--- src/sv/olpe_pkg.sv ---
package olpe_pkg;

    localparam int unsigned VALUE_W = 32;
    localparam int unsigned OP_W    = 3;
    localparam int unsigned POS_W   = 6;
    localparam int unsigned STAT_W  = 2;
    localparam int unsigned COUNT_W = 6;
    localparam int unsigned IDX_W   = 6;

    typedef enum logic [OP_W-1:0] {
        OP_CLEAR     = 3'd0,
        OP_PUSH_HEAD = 3'd1,
        OP_PUSH_TAIL = 3'd2,
        OP_INSERT_AT = 3'd3,
        OP_POP_HEAD  = 3'd4,
        OP_POP_TAIL  = 3'd5,
        OP_REMOVE_AT = 3'd6,
        OP_DUMP      = 3'd7
    } op_t;

    localparam logic [STAT_W-1:0] ST_OK     = 2'd0;
    localparam logic [STAT_W-1:0] ST_EMPTY  = 2'd1;
    localparam logic [STAT_W-1:0] ST_BADPOS = 2'd2;
    localparam logic [STAT_W-1:0] ST_FULL   = 2'd3;

    typedef enum logic [1:0] {
        CELL_HOLD = 2'd0,
        CELL_INS  = 2'd1,
        CELL_REM  = 2'd2,
        CELL_ROT  = 2'd3
    } cell_op_t;

    typedef struct packed {
        cell_op_t         op;
        logic [IDX_W-1:0] idx;
        logic [IDX_W-1:0] tail;
    } cell_cmd_t;

endpackage

--- src/sv/olpe_cell.sv ---
module olpe_cell #(
    parameter int unsigned INDEX = 0
) (
    input  logic                        clk,
    input  olpe_pkg::cell_cmd_t         cmd,
    input  logic [olpe_pkg::VALUE_W-1:0] ins_value,
    input  logic [olpe_pkg::VALUE_W-1:0] left,
    input  logic [olpe_pkg::VALUE_W-1:0] right,
    input  logic [olpe_pkg::VALUE_W-1:0] head,
    output logic [olpe_pkg::VALUE_W-1:0] q
);
    import olpe_pkg::*;

    localparam logic [IDX_W-1:0] MY_IDX = IDX_W'(INDEX);

    logic [VALUE_W-1:0] entry_reg;
    logic [VALUE_W-1:0] entry_next;

    always_comb
    begin
        entry_next = entry_reg;
        case (cmd.op)
            CELL_INS:
            begin
                if (MY_IDX == cmd.idx)
                    entry_next = ins_value;
                else if (MY_IDX > cmd.idx)
                    entry_next = left;
            end
            CELL_REM:
            begin
                if (MY_IDX >= cmd.idx)
                    entry_next = right;
            end
            CELL_ROT:
            begin
                if (MY_IDX == cmd.tail)
                    entry_next = head;
                else
                    entry_next = right;
            end
            default:
                entry_next = entry_reg;
        endcase
    end

    always_ff @(posedge clk)
    begin
        entry_reg <= entry_next;
    end

    assign q = entry_reg;

endmodule

--- config.mk ---
export PLATFORM = sky130hd
export DESIGN_NAME = olpe_cell
export DESIGN_NICKNAME = d
export VERILOG_FILES = /design/src/sv/olpe_pkg.sv /design/src/sv/olpe_cell.sv
export SDC_FILE = /design/constraint.sdc
export NUM_CORES = 1
export LEC_CHECK = 0
export BUFFER_PORTS_ARGS = -buffer_cell sky130_fd_sc_hd__buf_2
export CAP_MARGIN = 40
export CORE_MARGIN = 4
export CORE_UTILIZATION = 40
export DETAILED_ROUTE_END_ITERATION = 6
export PLACE_DENSITY = 0.86
export SYNTH_ARGS = -nofsm -noshare
export SYNTH_HDL_FRONTEND = slang
export SYNTH_SLANG_ARGS = --single-unit
--- constraint.sdc ---
create_clock -name clk -period 3.6 [get_ports clk]
set_input_delay 0.72 -clock clk [delete_from_list [all_inputs] [get_ports clk]]
set_output_delay 0.72 -clock clk [all_outputs]
set_load 0.1 [all_outputs]
==> out/summary.txt <==
# DRC - 0
Starting Density - 41.9%
number of flops mapped to enable cells by yosys - 32
Final Hold Fails - 0
initial antenna violation count - 0
Peak VDD IR - 0.000194 V
drt initial violations - 289
final slew viol count - 0
Total GRT Usage - 24.1%
Hold Slack - 815 ps
DR WL/cell - 18.3 um
slew margin rel. - 47.7%
Core Rows - 26
antenna viol nets, final - 0
Root Buffer Master - clkbuf_8
Reg power frac - 39.6%
critical path type - input pin to flop
area occupied by registers - 961 um2
register bit total from synthesis - 32
cts-stage hold buffer count - 0
share of cells above drive strength 1 - 49.4%
PnR worst setup slack - 1210 ps
worst-margin pin slew - 784 ps
clock share of power - 22.3%
data required time of the worst path - 3530 ps
CP startpoint kind - input pin
crit-path cells - buf_2 > or4_4 > nor2_1 > maj3_1 > buf_4
Slowest Stage Delay on Critical Path - 740 ps
Die Y - 81.6 um
Async S/R FF share, synth - 0%
CP max-delay cell - or4_4
Core ar. - 5170 um2
Cells after Synth - 233
total chip power - 1150 uW
Main synth FF type - edfxtp_1
total number of vias - 2,807
Final setup viols - 0
largest net degree at the start of global routing - 34
nets@finish - 535
TNS Setup - 0 ps
leakage power - 0.00126 uW
Hold Crit Depth - 3
TritonCTS Sinks - 32
Post-CTS Setup Bufs - 0
maximum clock insertion buffer count - 2
Buffers & Inverters on Critical Path - 2
global route overflow - 0
max reg flops - 32
Final Util - 60.8%
Antenna Cells - 0
switching pwr - 455 uW
Yosys cell types - 18
Ys Warns - 0
Die Wd - 81.6 um
full die area - 6670 um2
sequential area share after synthesis - 44.3%
Synth Cell Area - 2170 um2
FMAX - 0.419 GHz
DRT Pass-1 Iters - 5
clk slew on worst S/H paths - 70 ps
Sw Share - 39.7%
IO Port Bufs - 174
GP Congestion - 0.817
CTS resizes - 0
min-delay src - right[1]
CTS tree - built
fill count - 460
# IOs - 175
Layout area overhead - 45.0%
largest cells by area after synthesis - edfxtp_1 (44%), a32oi_1 (13%), a31oi_1 (9.2%)
global-route wire length before repair - 12,400 um
cell family with most CP delay - simple AND/OR/NAND/NOR gates
endpoint type of the worst setup path - flop
Hold EP - q[1]$_DFFE_PP_
class of the worst hold path - input pin to flop
pre-CTS setup slack - 919 ps
result of the run - finished, final reports clean
PwrDens - 364 nW/um2
internal power - 691 uW
fin crit period - 2390 ps
final wirelength - 8490 um
vias in the first global route - 2,589
max-capacitance violation count - 0
H-tree depth - 2
area fraction of the dominant cell type after synthesis - 44.3%
Synth Net Count - 376
RSZ-0062 raised after global routing - no
leading area contributor after synthesis - edfxtp_1
CP Max Fanout - 33
area of the multi-input gates - 1080 um2
Gate power share - 38.0%
Vias per Instance - 6.06
CP arrival - 2320 ps
syn_area_per_cell - 9.31 um2
Num CTS Buffers - 5
fin crit share - 66.3%
per-stage QoR:
step | std cells | instance area (um2)
floorplan | 233 | 2170
global placement | 454 | 3060
detailed placement | 455 | 3070
CTS | 463 | 3150
global route | 463 | 3150
finish | 463 | 3150
layer usage:
metal / track usage, % / vias up / part of all wire [%]
met4: 9.97 / 0 / 2.4
met5: 0 / - / 0
met2: 43.1 / 211 / 49
li1: - / 1287 / -
met3: 5.37 / 21 / 13
met1: 27.8 / 1288 / 36
power groups by stage:
stage	sequential [uW]	clock [uW]	combinational, uW
2_1_floorplan	674	0	88.5
3_3_place_gp	462	0	425
3_5_place_dp	462	0	433
4_1_cts	455	260	433
5_1_grt	457	281	455
6_report	454	256	436
cells in the final DEF, fill, tap and decap left out, types with 2 or more instances in the layout:
cell and count:
nand3_1 32, or4_4 2, buf_2 174, buf_4 7
a31oi_1 32, clkinv_1 2, o21ai_0 32, clkbuf_1 2
edfxtp_1 32, o21ai_1 32, a32oi_1 32, nor4_4 2
clkbuf_8 5
layout make-up:
class,instances,share of cell area [%]
tap,70,2.78
sequential,32,30.5
inverter,1,0.119
timing repair buffer,182,29.7
clock buffer,7,2.43
clock inverter,1,0.119
multi-input combinational,170,34.3
logic make-up (layout without fill, tap and decap cells):
group | after synthesis | count (layout) | share of synthesized area (%)
buffers and inverters | 31 | 191 | 6.75
AND/OR/NAND/NOR | 41 | 41 | 11.6
flip-flops | 32 | 32 | 44.3
adder cells (fa/ha/maj) | 1 | 1 | 0.461
AO/OA/AOI/OAI | 128 | 128 | 36.9
worst min-delay path: stages:
cell	delay, ps
buf_2	90
o21ai_0	60
a32oi_1	50
worst max path at each step:
stage | from | end | slack [ps] | cells past startpoint
3_3_place_gp | cmd[11] | q[2]$_DFFE_PP_ | 960 | 5
6_report | cmd[11] | q[3]$_DFFE_PP_ | 1210 | 5
4_1_cts | cmd[11] | q[7]$_DFFE_PP_ | 1210 | 5
2_1_floorplan | cmd[11] | q[0]$_DFFE_PP_ | 920 | 3
5_1_grt | cmd[11] | q[26]$_DFFE_PP_ | 1140 | 5
3_5_place_dp | cmd[11] | q[5]$_DFFE_PP_ | 920 | 5
Power figures use the tool's default switching activity.
